--- src/rtl/tbrs_pkg.sv ---
package tbrs_pkg;

    // Register indexes on the configuration port
    localparam int unsigned CFG_ADDR_W = 3;
    localparam logic [CFG_ADDR_W-1:0] CFG_RAMP_PERIOD       = 3'd0;
    localparam logic [CFG_ADDR_W-1:0] CFG_SECOND_PERIOD     = 3'd1;
    localparam logic [CFG_ADDR_W-1:0] CFG_SCAN_PERIOD       = 3'd2;
    localparam logic [CFG_ADDR_W-1:0] CFG_FLASH_THRESHOLD   = 3'd3;
    localparam logic [CFG_ADDR_W-1:0] CFG_LONG_PRESS_SCANS  = 3'd4;
    localparam logic [CFG_ADDR_W-1:0] CFG_BACKLIGHT_SECONDS = 3'd5;

    // Field widths
    localparam int unsigned CFG_DATA_W = 10;
    localparam int unsigned PCT_W      = 7;
    localparam int unsigned SEC_W      = 7;
    localparam int unsigned SCAN_W     = 4;
    localparam int unsigned HOLD_W     = 10;
    localparam int unsigned BL_W       = 8;

    // Register reset values
    localparam logic [PCT_W-1:0]  RST_RAMP_PERIOD       = 7'd120;
    localparam logic [SEC_W-1:0]  RST_SECOND_PERIOD     = 7'd99;
    localparam logic [SCAN_W-1:0] RST_SCAN_PERIOD       = 4'd9;
    localparam logic [SEC_W-1:0]  RST_FLASH_THRESHOLD   = 7'd50;
    localparam logic [HOLD_W-1:0] RST_LONG_PRESS_SCANS  = 10'd100;
    localparam logic [BL_W-1:0]   RST_BACKLIGHT_SECONDS = 8'd10;

    // One result beat
    typedef struct packed {
        logic [PCT_W-1:0] brightness;
        logic             brightness_changed;
        logic             second_pulse;
        logic             flash_level;
        logic             scan_pulse;
        logic             press0_pulse;
        logic             long0_level;
        logic             press1_pulse;
        logic             long1_level;
        logic [BL_W-1:0]  backlight_remaining;
    } t_result;

endpackage

--- src/rtl/tick_button_ramp_scheduler.sv ---
// An accepted tick's result beat is registered and shows on the output register in the cycle after.
// Throughput: one tick per cycle; the output register accepts a new tick in the same
// cycle its held beat is taken, so the rate is set by the downstream ready alone.
// Reset (synchronous, active low): dividers, brightness, backlight, hold and long
// state clear, both buttons read as released, registers load their default values.
module tick_button_ramp_scheduler
    import tbrs_pkg::*;
(
    input  logic                  i_clk,
    input  logic                  i_rst_n,
    // configuration writes
    input  logic                  i_cfg_wr_en,
    input  logic [CFG_ADDR_W-1:0] i_cfg_addr,
    input  logic [CFG_DATA_W-1:0] i_cfg_wdata,
    // tick input
    input  logic                  i_valid,
    output logic                  o_ready,
    input  logic                  i_button0_level,
    input  logic                  i_button1_level,
    input  logic [PCT_W-1:0]      i_target_percent,
    // result output
    output logic                  o_valid,
    input  logic                  i_ready,
    output logic [PCT_W-1:0]      o_brightness,
    output logic                  o_brightness_changed,
    output logic                  o_second_pulse,
    output logic                  o_flash_level,
    output logic                  o_scan_pulse,
    output logic                  o_press0_pulse,
    output logic                  o_long0_level,
    output logic                  o_press1_pulse,
    output logic                  o_long1_level,
    output logic [BL_W-1:0]       o_backlight_remaining
);

    // Configuration registers
    logic [PCT_W-1:0]  r_ramp_period;
    logic [SEC_W-1:0]  r_second_period;
    logic [SCAN_W-1:0] r_scan_period;
    logic [SEC_W-1:0]  r_flash_threshold;
    logic [HOLD_W-1:0] r_long_press_scans;
    logic [BL_W-1:0]   r_backlight_seconds;

    // Block state
    logic [PCT_W-1:0]  r_ramp_count,   n_ramp_count;
    logic [SEC_W-1:0]  r_second_count, n_second_count;
    logic [SCAN_W-1:0] r_scan_count,   n_scan_count;
    logic [PCT_W-1:0]  r_level,        n_level;
    logic [BL_W-1:0]   r_backlight,    n_backlight;
    logic              r_prev0,        n_prev0;
    logic              r_prev1,        n_prev1;
    logic [HOLD_W-1:0] r_hold0,        n_hold0;
    logic [HOLD_W-1:0] r_hold1,        n_hold1;
    logic              r_long0,        n_long0;
    logic              r_long1,        n_long1;

    // Output register
    logic              r_out_valid;
    t_result           r_out,          n_out;

    logic              accept;
    logic [PCT_W:0]    ramp_inc;
    logic [SEC_W:0]    second_inc;
    logic [SCAN_W:0]   scan_inc;
    logic              ramp_fire;
    logic              second_fire;
    logic              scan_fire;
    logic              changed;
    logic              press0;
    logic              press1;

    assign o_ready = !r_out_valid || i_ready;
    assign accept  = i_valid && o_ready;

    // Write configuration registers; ignore unknown indexes
    always_ff @(posedge i_clk) begin
        if (!i_rst_n) begin
            r_ramp_period       <= RST_RAMP_PERIOD;
            r_second_period     <= RST_SECOND_PERIOD;
            r_scan_period       <= RST_SCAN_PERIOD;
            r_flash_threshold   <= RST_FLASH_THRESHOLD;
            r_long_press_scans  <= RST_LONG_PRESS_SCANS;
            r_backlight_seconds <= RST_BACKLIGHT_SECONDS;
        end else if (i_cfg_wr_en) begin
            case (i_cfg_addr)
                CFG_RAMP_PERIOD:       r_ramp_period       <= i_cfg_wdata[PCT_W-1:0];
                CFG_SECOND_PERIOD:     r_second_period     <= i_cfg_wdata[SEC_W-1:0];
                CFG_SCAN_PERIOD:       r_scan_period       <= i_cfg_wdata[SCAN_W-1:0];
                CFG_FLASH_THRESHOLD:   r_flash_threshold   <= i_cfg_wdata[SEC_W-1:0];
                CFG_LONG_PRESS_SCANS:  r_long_press_scans  <= i_cfg_wdata[HOLD_W-1:0];
                CFG_BACKLIGHT_SECONDS: r_backlight_seconds <= i_cfg_wdata[BL_W-1:0];
                default: ;
            endcase
        end
    end

    // Advance the three dividers; a count whose increment reaches or passes the period wraps to zero
    always_comb begin
        ramp_inc    = {1'b0, r_ramp_count} + 1'b1;
        second_inc  = {1'b0, r_second_count} + 1'b1;
        scan_inc    = {1'b0, r_scan_count} + 1'b1;
        ramp_fire   = ramp_inc >= {1'b0, r_ramp_period};
        second_fire = second_inc >= {1'b0, r_second_period};
        scan_fire   = scan_inc >= {1'b0, r_scan_period};
        n_ramp_count   = ramp_fire   ? '0 : ramp_inc[PCT_W-1:0];
        n_second_count = second_fire ? '0 : second_inc[SEC_W-1:0];
        n_scan_count   = scan_fire   ? '0 : scan_inc[SCAN_W-1:0];
    end

    // Step brightness one percent toward the target on a ramp event
    always_comb begin
        n_level = r_level;
        changed = 1'b0;
        if (ramp_fire) begin
            if (r_level < i_target_percent) begin
                n_level = r_level + 1'b1;
                changed = 1'b1;
            end else if (r_level > i_target_percent) begin
                n_level = r_level - 1'b1;
                changed = 1'b1;
            end
        end
    end

    // Count the backlight down on a second event, then scan both buttons
    always_comb begin
        n_backlight = r_backlight;
        if (second_fire && r_backlight != '0) begin
            n_backlight = r_backlight - 1'b1;
        end

        n_prev0 = r_prev0;
        n_hold0 = r_hold0;
        n_long0 = r_long0;
        press0  = 1'b0;
        n_prev1 = r_prev1;
        n_hold1 = r_hold1;
        n_long1 = r_long1;
        press1  = 1'b0;

        if (scan_fire) begin
            // button 0
            if (!i_button0_level && r_prev0) begin
                press0      = 1'b1;
                n_prev0     = 1'b0;
                n_hold0     = r_long_press_scans;
                n_backlight = r_backlight_seconds;
            end else if (!i_button0_level) begin
                if (r_hold0 != '0) begin
                    n_hold0 = r_hold0 - 1'b1;
                end
                if (r_hold0 <= HOLD_W'(1)) begin
                    n_long0 = 1'b1;
                end
                n_backlight = r_backlight_seconds;
            end else if (!r_prev0) begin
                n_long0 = 1'b0;
                n_hold0 = '0;
                n_prev0 = 1'b1;
            end

            // button 1
            if (!i_button1_level && r_prev1) begin
                press1      = 1'b1;
                n_prev1     = 1'b0;
                n_hold1     = r_long_press_scans;
                n_backlight = r_backlight_seconds;
            end else if (!i_button1_level) begin
                if (r_hold1 != '0) begin
                    n_hold1 = r_hold1 - 1'b1;
                end
                if (r_hold1 <= HOLD_W'(1)) begin
                    n_long1 = 1'b1;
                end
                n_backlight = r_backlight_seconds;
            end else if (!r_prev1) begin
                n_long1 = 1'b0;
                n_hold1 = '0;
                n_prev1 = 1'b1;
            end
        end
    end

    // Assemble the result beat from the updated state
    always_comb begin
        n_out.brightness          = n_level;
        n_out.brightness_changed  = changed;
        n_out.second_pulse        = second_fire;
        n_out.flash_level         = n_second_count >= r_flash_threshold;
        n_out.scan_pulse          = scan_fire;
        n_out.press0_pulse        = press0;
        n_out.long0_level         = n_long0;
        n_out.press1_pulse        = press1;
        n_out.long1_level         = n_long1;
        n_out.backlight_remaining = n_backlight;
    end

    // Commit state on each accepted tick
    always_ff @(posedge i_clk) begin
        if (!i_rst_n) begin
            r_ramp_count   <= '0;
            r_second_count <= '0;
            r_scan_count   <= '0;
            r_level        <= '0;
            r_backlight    <= '0;
            r_prev0        <= 1'b1;
            r_prev1        <= 1'b1;
            r_hold0        <= '0;
            r_hold1        <= '0;
            r_long0        <= 1'b0;
            r_long1        <= 1'b0;
        end else if (accept) begin
            r_ramp_count   <= n_ramp_count;
            r_second_count <= n_second_count;
            r_scan_count   <= n_scan_count;
            r_level        <= n_level;
            r_backlight    <= n_backlight;
            r_prev0        <= n_prev0;
            r_prev1        <= n_prev1;
            r_hold0        <= n_hold0;
            r_hold1        <= n_hold1;
            r_long0        <= n_long0;
            r_long1        <= n_long1;
        end
    end

    // Hold the result beat until taken
    always_ff @(posedge i_clk) begin
        if (!i_rst_n) begin
            r_out_valid <= 1'b0;
        end else if (o_ready) begin
            r_out_valid <= i_valid;
        end
    end

    always_ff @(posedge i_clk) begin
        if (accept) begin
            r_out <= n_out;
        end
    end

    assign o_valid               = r_out_valid;
    assign o_brightness          = r_out.brightness;
    assign o_brightness_changed  = r_out.brightness_changed;
    assign o_second_pulse        = r_out.second_pulse;
    assign o_flash_level         = r_out.flash_level;
    assign o_scan_pulse          = r_out.scan_pulse;
    assign o_press0_pulse        = r_out.press0_pulse;
    assign o_long0_level         = r_out.long0_level;
    assign o_press1_pulse        = r_out.press1_pulse;
    assign o_long1_level         = r_out.long1_level;
    assign o_backlight_remaining = r_out.backlight_remaining;

endmodule

--- config.mk ---
export PLATFORM = sky130hd
export DESIGN_NAME = tick_button_ramp_scheduler
export DESIGN_NICKNAME = d
export VERILOG_FILES = /design/src/rtl/tbrs_pkg.sv /design/src/rtl/tick_button_ramp_scheduler.sv
export SDC_FILE = /design/constraint.sdc
export NUM_CORES = 1
export LEC_CHECK = 0
export BUFFER_PORTS_ARGS = -buffer_cell sky130_fd_sc_hd__buf_2
export CORE_ASPECT_RATIO = 0.6
export CORE_MARGIN = 2
export CORE_UTILIZATION = 40
export CTS_CLUSTER_DIAMETER = 50
export CTS_CLUSTER_SIZE = 25
export DETAILED_ROUTE_END_ITERATION = 7
export GPL_TIMING_DRIVEN = 0
export PLACE_DENSITY = 0.58
export SYNTH_ARGS = -nofsm -noshare
export SYNTH_HDL_FRONTEND = slang
export SYNTH_SLANG_ARGS = --single-unit
--- constraint.sdc ---
create_clock -name i_clk -period 5.4 [get_ports i_clk]
set_input_delay 0.54 -clock i_clk [delete_from_list [all_inputs] [get_ports i_clk]]
set_output_delay 0.54 -clock i_clk [all_outputs]
set_load 0.02 [all_outputs]
==> impl_metrics.yaml, run 1 <==
outcome:
  outcome: "finished, final reports clean"
grt:
  grt_first_pass_wirelength_um: 31700
  grt_util_all_layers_pct: 22.2
  grt_pass1_vias: 5649
  grt_max_degree: 21
  antenna_found_initial: 0
  overflow: 0
route:
  antenna_left: 0
  wl_per_cell_um: 17.1
  vias_per_cell: 5.39
  drt_iter0_drc: 698
  vias: 6232
  drc: 0
  dr.pass1.iters: 5
  finalWirelength_um: 19800
logic_synthesis:
  synthesis.area_sq_um: 6920
  syn_avg_cell_area_sq_um: 8.24
  synthArstFlopShare_pct: 0
  synthCells: 839
  ys.flop_type: "dfxtp_1"
  yosysWarnings: 0
  synth_cell_types: 69
  synth_edf_count: 23
  yosysSeqAreaShare_pct: 39.2
  syn_nets: 909
  ys_ff_latch: 124
worst_setup_path:
  cp.arrival_ns: 4.12
  cp.required_ns: 5.53
  r2r_start: "r_second_count[0]$_SDFFE_PN0P_"
  cp_common_cell: "ha_1"
  path_max_fanout: 10
  startpoint_type: "flop"
  slowest_delay_ns: 0.49
  path_class: "flop to flop"
  end_kind: "flop"
  r2r_end: "o_flash_level$_DFFE_PP_"
  worst_path_max_delay_cell: "dfxtp_1"
  r2r_setup_slack_ns: 1.41
  reg2reg_depth: 16
  crit_chain: "ha_1 > xor2_1 > ha_1 > o21a_1 > o2111ai_1 > o211ai_1 > buf_2 > buf_2 > or2_2 > ha_1 > nand2b_1 > a21oi_1 > nor2b_1 > o21ai_0 > o2bb2ai_1 > o21ai_0"
cts:
  clk_pin_slew_ns: 0.06
  h-tree-depth: 4
  cts_root_buf: "clkbuf_16"
  cts_tree: "built"
  clock-sinks: 124
  cts_resized: 0
  numCtsBuffers: 17
  holdBufCountCts: 0
  clk_latency_ns: 0.41
  postCtsSetupBuffers: 0
  clockBufferDepth: 2
hold_path:
  whs_endpoint: "o_valid$_SDFFE_PN0N_"
  hold_depth: 3
  hold_path_class: "primary input to flop"
  hp-start: "i_valid"
timing:
  fin_skew_ns: 0.00813
  relSlewSlack_pct: 17.9
  post-route-period-util_pct: 73.9
  tns_ns: 0
  fmax_mhz: 251
  hold_violations: 0
  grt_setup_unrepaired: "no"
  drv_slew: 0
  min_period_ns: 3.99
  tightest_slew_ns: 1.22
  setup_viol: 0
floorplan:
  coreArea_sq_um: 17000
  die_x_um: 174
  die_h_um: 106
  fp-row-count: 37
  dieArea_sq_um: 18400
  pin_count: 52
  start_util_pct: 40.6
place:
  numPortBuffers: 51
  gp_congestion: 0.879
  place_area_sq_um: 7490
  place.detailed.hpwl_um: 14400
final_layout:
  nNetsFinal: 980
  diodes: 0
  final_cell_area_sq_um: 8050
  final_layout_size_suffix_gt1_share_pct: 11.8
  area_growth_pct: 16.4
power_and_ir_drop:
  peakVddDrop_mv: 0.193
  leakage_uw: 0.00331
  power_density_nw_per_um2: 286
job:
  cap_violations: 0
-- logic make-up (layout without fill, tap and decap cells) --
logic type | Yosys count | in the layout | share of synthesized area [%]
AOI/OAI and AO/OA | 201 | 201 | 18.5
xor gates and xnor gates | 31 | 31 | 3.93
adders and majority gates | 43 | 43 | 7.78
buffers and inverters | 86 | 170 | 4.96
DFF | 124 | 124 | 39.2
muxes | 16 | 16 | 2.33
and+or+nand+nor | 338 | 338 | 23.3
-- cells in the mapped netlist (3+ instances only) --
master | instances | area share [%]
o21ai_0 | 28 | 2.0
nor4_1 | 9 | 0.81
and2_1 | 9 | 0.81
o221a_2 | 3 | 0.49
inv_1 | 41 | 2.2
buf_2 | 4 | 0.29
xor2_1 | 11 | 1.4
xnor2_1 | 20 | 2.5
nand4_1 | 9 | 0.81
or3_1 | 15 | 1.4
o22a_1 | 3 | 0.38
dfxtp_1 | 101 | 29
mux2i_1 | 15 | 2.2
o21a_1 | 4 | 0.43
a21oi_1 | 90 | 6.5
a21o_1 | 6 | 0.65
o211ai_1 | 16 | 1.7
o211a_1 | 3 | 0.43
nor3_1 | 18 | 1.3
clkbuf_1 | 32 | 1.7
o31ai_1 | 4 | 0.43
nand2b_1 | 10 | 0.90
a31oi_1 | 9 | 0.81
or2_2 | 3 | 0.27
nand2_1 | 137 | 7.4
edfxtp_1 | 23 | 10
ha_1 | 43 | 7.8
nor2b_1 | 9 | 0.81
nor2_1 | 59 | 3.2
nand3_1 | 34 | 2.5
and3_1 | 8 | 0.72
nand3b_1 | 5 | 0.54
buf_1 | 4 | 0.22
-- per-layer routing --
metal / global-route usage, % / up-vias / wire, um
met5: 0 / - / 0
met4: 4.86 / 0 / 136
met3: 3.82 / 13 / 1520
met2: 28.1 / 235 / 7170
met1: 37.3 / 2871 / 10900
li1: - / 3113 / -
-- layout by cell type (no fill, tap or decap), types with 7 or more instances in the layout --
cell type / count
nor2_1: 59
xor2_1: 11
nor4_1: 9
xnor2_1: 20
inv_1: 41
nand3_1: 34
and2_1: 9
a21oi_1: 90
dfxtp_1: 101
nand4_1: 9
clkbuf_1: 35
nor3_1: 18
and3_1: 8
o21ai_0: 28
clkinv_2: 7
edfxtp_1: 23
nand2b_1: 10
a31oi_1: 9
ha_1: 43
buf_2: 55
o211ai_1: 16
nor2b_1: 9
clkbuf_16: 18
nand2_1: 137
or3_1: 15
mux2i_1: 15
-- worst max-delay path by stage --
stage | from | end | cells after the start
after floorplan | r_second_count[0]$_SDFFE_PN0P_ | o_flash_level$_DFFE_PP_ | 16
after global placement | r_second_count[0]$_SDFFE_PN0P_ | o_flash_level$_DFFE_PP_ | 16
after detailed placement | r_second_count[0]$_SDFFE_PN0P_ | o_flash_level$_DFFE_PP_ | 16
after CTS | r_second_count[0]$_SDFFE_PN0P_ | o_flash_level$_DFFE_PP_ | 16
after global routing | r_second_count[0]$_SDFFE_PN0P_ | o_flash_level$_DFFE_PP_ | 14
final | r_second_count[0]$_SDFFE_PN0P_ | o_flash_level$_DFFE_PP_ | 16
-- per-stage QoR --
step	instances	setup slack [ns]	power, uW	utilization [%]	hold WS [ns]
6_report	1157	1.41	2300	47.3	0.368
5_1_grt	1157	1.17	2380	47.3	0.365
4_1_cts	1157	1.45	2300	47.3	0.362
3_5_place_dp	1125	1.49	1220	44.0	0.450
3_3_place_gp	1124	1.47	1210	43.8	0.443
2_1_floorplan	839	2.20	1130	-	0.432
-- registers in the layout (all words and copies together) (netlist names), 4 cells and up --
name / cells
r_backlight_seconds: 8
r_hold1: 10
r_ramp_count: 7
r_hold0: 10
o_backlight_remaining: 8
r_backlight: 8
r_long_press_scans: 10
r_level: 7
r_scan_count: 4
o_brightness: 7
r_flash_threshold: 7
r_ramp_period: 7
r_scan_period: 4
r_second_count: 7
r_second_period: 7
-- critical path, delay by kind of cell (launching register included) --
family	cells	cell delay, ns
compound gates	7	1.17
fa+ha+maj	3	0.78
buf+inv	2	0.53
simple gates	3	0.52
flops	1	0.49
xor+xnor	1	0.21
-- power by group --
group	leakage, uW	switching (uW)	internal (uW)
registers	0.00105	18.3	968
clock network	0.000282	420	679
logic	0.00198	145	70.3
total	0.00331	584	1720
-- layout make-up --
| type | count | area [sq um] |
|---|---|---|
| clock buffers | 24 | 493 |
| plain buffers | 43 | 183 |
| repair buffers | 52 | 283 |
| flip-flops and latches | 124 | 2710 |
| well taps | 234 | 293 |
| multi-input cells | 629 | 3860 |
| clock inverters | 8 | 65.1 |
| fillers | 1728 | 8990 |
| inverters | 43 | 161 |
Note: power is estimated with default switching activity, not from simulation.
==> run 2: changes to the inputs <==
Settings changed: ABC_AREA from default to 1.
Clock period 5.4 ns to 4.1 ns, I/O delays scaled along.
==> run 2 against run 1 <==
  * Clock skew barely moved
  * Clock power rose by 43%
  * Sequential power up 42%
  * Register-to-register slack worse by 0.54 ns
  * Flip-flop and latch count unchanged
  * Hold slack got worse by 0.075 ns
  * Critical path type unchanged
  * Largest power group unchanged
==> impl_metrics.yaml, run 2 <==
route:
  vias: 6245
  drc: 0
  wl_per_cell_um: 14.6
  drt_iter0_drc: 578
  dr.pass1.iters: 7
  finalWirelength_um: 18700
  vias_per_cell: 4.90
  antenna_left: 0
power_and_ir_drop:
  p_sw_uw: 1120
  p_int_uw: 2620
  power_density_nw_per_um2: 461
  peakVddDrop_mv: 0.226
  leakage_uw: 0.00405
  p_comb_share_pct: 20.5
  p_seq_share_pct: 37.6
  clockPowerShare_pct: 41.9
  swShare_pct: 29.9
place:
  place_area_sq_um: 7490
  dp_slack_ns: 0.952
  dp_cells: 1242
  gp_congestion: 0.869
  place.detailed.hpwl_um: 13800
  numPortBuffers: 51
floorplan:
  pin_count: 52
  die_x_um: 174
  start_util_pct: 40.6
  dieArea_sq_um: 18400
  die_h_um: 106
  coreArea_sq_um: 17000
  fp-row-count: 37
logic_synthesis:
  yosysSeqAreaShare_pct: 39.2
  synth_cell_types: 38
  synth_area_leader_cell: "dfxtp_1"
  syn_avg_cell_area_sq_um: 7.23
  synth_top_area_share_pct: 29.3
  synthMuxAreaShare_pct: 0
  synth_top_family_by_area: "simple AND/OR/NAND/NOR gates"
  synthSimpleGateAreaFrac_pct: 27.2
  ys_top_cells_by_count: "nand2_1, inv_1, dfxtp_1, nor2_1, a21oi_1"
  syn_nets: 1026
  synth_compound_area_share_pct: 12.2
  ys_ff_latch: 124
  yosys.cell_count.top_type: "nand2_1"
  synth_top_cells_by_area: "dfxtp_1, nand2_1, edfxtp_1"
  synth_edf_count: 23
  ys.flop_type: "dfxtp_1"
  yosysWarnings: 0
  synthCells: 956
  synthArstFlopShare_pct: 0
  synth_adder_area_share_pct: 7.78
  synthXorXnorAreaFrac_pct: 3.55
  synthesis.area_sq_um: 6910
final_layout:
  finalNonFillerCells: 1274
  final_common_cell: "nand2_1"
  diodes: 0
  nNetsFinal: 1097
  top_regs: "r_hold0 x10, r_hold1 x10, r_long_press_scans x10"
  area_growth_pct: 17.1
  fill_cells: 1754
  final_layout_size_suffix_gt1_share_pct: 10.4
  final_cell_area_sq_um: 8100
  layout_common_cells: "nand2_1, inv_1, nor2_1, dfxtp_1, a21oi_1"
cts:
  postCtsSetupBuffers: 0
  clk_pin_slew_ns: 0.06
  holdBufCountCts: 0
  clk_latency_ns: 0.40
  clock-sinks: 124
  clockBufferDepth: 2
  h-tree-depth: 4
  cts_resized: 0
  cts_tree: "built"
  cts_root_buf: "clkbuf_16"
  numCtsBuffers: 17
timing:
  tns_ns: 0
  grt_setup_unrepaired: "no"
  hold_violations: 0
  min_period_ns: 3.22
  tightest_slew_ns: 0.839
  drv_slew: 0
  fin_ws_ns: 0.875
  fmax_mhz: 310
  post-route-period-util_pct: 78.6
  setup_viol: 0
  relSlewSlack_pct: 44.0
  fin_hold_ws_ns: 0.293
  fin_skew_ns: 0.00847
grt:
  grt_pass1_vias: 5452
  grt_first_pass_wirelength_um: 29800
  grt_util_all_layers_pct: 20.8
  overflow: 0
  grt_max_degree: 25
  antenna_found_initial: 0
worst_setup_path:
  crit_chain: "ha_1 > nand2_1 > nor2_1 > nand2_1 > xor2_1 > inv_1 > ha_1 > and3_1 > nand2_1 > nand2_4 > buf_6 > or2_2 > ha_1 > nand2_1 > nor2_1 > nand4_1 > o2111ai_1"
  end_kind: "flop"
  worst_path_max_delay_cell: "dfxtp_1"
  reg2reg_depth: 17
  slowest_delay_ns: 0.41
  path_class: "flop to flop"
  path_max_fanout: 10
  startpoint_type: "flop"
  cp.required_ns: 4.23
  r2r_end: "o_flash_level$_DFFE_PP_"
  crit_family: "simple AND/OR/NAND/NOR gates"
  cp_common_cell: "nand2_1"
  critPathBufInv: 2
  cp.arrival_ns: 3.36
  r2r_setup_slack_ns: 0.88
  r2r_start: "r_second_count[0]$_SDFFE_PN0P_"
hold_path:
  hold_path_class: "primary input to flop"
  hp-start: "i_cfg_wdata[8]"
  whs_endpoint: "r_long_press_scans[8]$_SDFFE_PN0P_"
  hold_depth: 3
job:
  cap_violations: 0
outcome:
  outcome: "finished, final reports clean"
run 2: cell types whose count changed after synthesis, sizes merged, moves of 16 or more:
cell	before	now
a21oi	91	64
inv	42	149
nor2	59	103
nand2	137	224
o21ai	29	53
nand3	34	63
or3	16	0
run 2: cell families (layout without fill, tap and decap cells):
family,after synthesis,after routing
buffers and inverters,175,259
AND/OR/NAND/NOR,433,433
XOR/XNOR,28,28
adder cells (fa/ha/maj),43,43
flip-flops,124,124
AO/OA/AOI/OAI,153,153
run 2: tightest hold or removal path, cell delays in order:
cell and delay [ns]:
buf_2 0.07, o21ai_0 0.07, a21oi_1 0.11
run 2: how the worst max path moves through the flow:
stage               depth (start not counted)                 endpoint                      startpoint
global placement                           19  o_flash_level$_DFFE_PP_  r_second_count[0]$_SDFFE_PN0P_
finish                                     17  o_flash_level$_DFFE_PP_  r_second_count[0]$_SDFFE_PN0P_
floorplan                                  18  o_flash_level$_DFFE_PP_  r_second_count[0]$_SDFFE_PN0P_
detailed placement                         18  o_flash_level$_DFFE_PP_  r_second_count[0]$_SDFFE_PN0P_
CTS                                        17  o_flash_level$_DFFE_PP_  r_second_count[0]$_SDFFE_PN0P_
global route                               19  o_flash_level$_DFFE_PP_  r_second_count[0]$_SDFFE_PN0P_
run 2: layout make-up:
type | instances | area [sq um] | area share (%)
Tap cell | 234 | 293 | 3.62
Multi-Input combinational cell | 657 | 3510 | 43.3
Inverter | 153 | 577 | 7.13
Timing Repair Buffer | 52 | 283 | 3.49
Clock inverter | 13 | 174 | 2.15
Clock buffer | 19 | 433 | 5.35
Buffer | 22 | 118 | 1.45
Sequential cell | 124 | 2710 | 33.5
run 2: stage by stage:
stage | utilization (%) | power [uW]
6_report | 47.5 | 3740
5_1_grt | 47.5 | 3940
4_1_cts | 47.5 | 3760
3_5_place_dp | 44.0 | 2180
3_3_place_gp | 43.8 | 2170
2_1_floorplan | - | 1970
run 2: power by group through the flow:
stage          clock network [uW]  logic (uW)  registers (uW)
3_5_place_dp                    0         754            1430
2_1_floorplan                   0         523            1450
5_1_grt                      1660         869            1410
6_report                     1570         766            1400
3_3_place_gp                    0         745            1430
4_1_cts                      1600         759            1400
run 2: per-layer routing:
layer	GRT usage (%)	up-vias	wire length [um]
met5	0	-	0
met4	5.22	0	145
met3	3.10	10	1270
met2	26.1	189	6660
met1	35.1	2804	10600
li1	-	3242	-
==> run 3: changes to the inputs <==
Settings changed: PLACE_DENSITY 0.58 to 0.6.
Clock period 4.1 ns to 2.78 ns, I/O delays scaled along.
==> run 3 against run 2 <==
  * Global-route usage hardly changed
  * Fmax is 17% higher
  * Total power is 48% higher
  * Worst setup slack worse by 0.84 ns
  * Clock skew is 0.0021 ns higher
  * Cell count is 0.39% higher
  * Flip-flop and latch count stayed put
  * Combinational power is 49% higher
  * Via count is 0.72% higher
  * Critical path depth is 1 lower
  * Register-to-register slack worse by 0.84 ns
==> impl_metrics.yaml, run 3 (same netlist as run 2, synthesis figures left out) <==
outcome:
  outcome: "finished, final reports clean"
timing:
  drv_slew: 0
  min_period_ns: 2.75
  setup_viol: 0
  fin_hold_ws_ns: 0.142
  relSlewSlack_pct: 39.1
  fmax_mhz: 364
  fin_skew_ns: 0.0105
  grt_setup_unrepaired: "yes"
  post-route-period-util_pct: 98.8
  hold_violations: 0
  tightest_slew_ns: 0.913
floorplan:
  coreArea_sq_um: 17000
  pin_count: 52
  fp-row-count: 37
  die_h_um: 106
  dieArea_sq_um: 18400
  die_x_um: 174
  start_util_pct: 40.6
place:
  place_area_sq_um: 7460
  gp_congestion: 0.879
  place.detailed.hpwl_um: 13500
  numPortBuffers: 51
  dp_cells: 1241
worst_setup_path:
  r2r_start: "r_second_count[4]$_SDFFE_PN0P_"
  crit_chain: "nand2_1 > nor2_4 > nand2_2 > xor2_2 > inv_2 > ha_4 > and3_1 > nand2_2 > nand2_4 > buf_8 > nor2_4 > ha_1 > nand2_1 > inv_1 > nand4_1 > o2111ai_2"
  slowest_delay_ns: 0.37
  cp.required_ns: 2.92
  worst_path_max_delay_cell: "dfxtp_1"
  startpoint_type: "flop"
  reg2reg_depth: 16
  path_class: "flop to flop"
  cp.arrival_ns: 2.89
  r2r_setup_slack_ns: 0.03
  path_max_fanout: 5
  r2r_end: "o_flash_level$_DFFE_PP_"
  end_kind: "flop"
job:
  cap_violations: 0
cts:
  cts_root_buf: "clkbuf_16"
  holdBufCountCts: 0
  clockBufferDepth: 2
  clk_latency_ns: 0.41
  cts_tree: "built"
  clk_pin_slew_ns: 0.06
  numCtsBuffers: 17
  h-tree-depth: 4
  clock-sinks: 124
route:
  drc: 0
  dr_wl_met2_um: 6710
  dr_wl_met3_um: 1310
  finalWirelength_um: 18600
  top_layer: "met4"
  wirelength_met1_um: 10400
  dr.pass1.iters: 5
  drt_iter0_drc: 539
  antenna_left: 0
  vias_per_cell: 4.92
  vias: 6290
  wl_per_cell_um: 14.5
power_and_ir_drop:
  peakVddDrop_mv: 0.318
  leakage_uw: 0.00407
  power_density_nw_per_um2: 665
final_layout:
  layout_common_cells: "nand2_1, inv_1, dfxtp_1"
  fill_cells: 1759
  diodes: 0
  top_regs: "r_hold0 x10, r_hold1 x10, r_long_press_scans x10"
  area_growth_pct: 19.9
  nNetsFinal: 1102
  final_layout_size_suffix_gt1_share_pct: 13.6
  multi_input_area_sq_um: 3660
  finish.utilization_pct: 48.6
  finalNonFillerCells: 1279
  final_cell_area_sq_um: 8290
  final_common_cell: "nand2_1"
  seqCellArea_sq_um: 2720
hold_path:
  hold_depth: 3
  hp-start: "i_cfg_wdata[8]"
  hold_path_class: "primary input to flop"
  whs_endpoint: "r_long_press_scans[8]$_SDFFE_PN0P_"
grt:
  grt_first_pass_wirelength_um: 29700
  grt_pass1_vias: 5524
  grt_util_all_layers_pct: 20.7
  grt_max_degree: 33
  antenna_found_initial: 0
  overflow: 0
run 3: stage by stage:
step	power, uW	setup TNS (ns)	setup WS [ns]
4_1_cts	5530	0	0.0255
3_3_place_gp	3200	-2.39	-0.315
5_1_grt	5790	-0.116	-0.116
6_report	5510	0	0.0333
2_1_floorplan	2910	0	0.00452
3_5_place_dp	3200	-0.316	-0.316
run 3: how the worst max path moves through the flow:
stage | cells past startpoint | end | slack, ns | from
4_1_cts | 18 | o_flash_level$_DFFE_PP_ | 0.03 | r_second_count[1]$_SDFFE_PN0P_
5_1_grt | 17 | o_flash_level$_DFFE_PP_ | -0.12 | r_second_count[4]$_SDFFE_PN0P_
2_1_floorplan | 18 | o_flash_level$_DFFE_PP_ | 0.005 | r_second_count[0]$_SDFFE_PN0P_
3_5_place_dp | 18 | o_flash_level$_DFFE_PP_ | -0.32 | r_second_count[0]$_SDFFE_PN0P_
6_report | 16 | o_flash_level$_DFFE_PP_ | 0.03 | r_second_count[4]$_SDFFE_PN0P_
3_3_place_gp | 18 | o_flash_level$_DFFE_PP_ | -0.31 | r_second_count[0]$_SDFFE_PN0P_
run 3: final cells by class:
type,count,area share (%)
plain buffers,22,1.46
clock buffers,18,5.18
clock inverters,14,2.13
inverters,153,6.99
multi-input cells,657,44.2
flip-flops and latches,124,32.9
well taps,234,3.53
repair buffers,57,3.62
run 3: what timing repair did:
action | CTS | global route
buffers inserted | 5 | 1
setup endpoints to repair | 1 | 10
pin swaps | 7 | 5
resized for setup | 23 | 16
run 3: where the power goes:
group          switching [uW]  total, uW  internal (uW)
logic                     737       1140            399
registers                91.1       2070           1980
clock network             819       2300           1480
total                    1650       5510           3860
run 3: worst max-delay path: cells and delay by family, from the launching register on:
family / cells / cell delay [ns]
adder cells (fa/ha/maj): 2 / 0.58
AND/OR/NAND/NOR: 9 / 0.97
buffers and inverters: 3 / 0.24
AO/OA/AOI/OAI: 1 / 0.12
flip-flops: 1 / 0.37
XOR/XNOR: 1 / 0.18
run 3: per-layer routing:
| layer | GRT usage [%] | vias up |
|---|---|---|
| met2 | 26.2 | 197 |
| li1 | - | 3252 |
| met3 | 3.86 | 11 |
| met4 | 5.64 | 0 |
| met1 | 34.3 | 2830 |
| met5 | 0 | - |
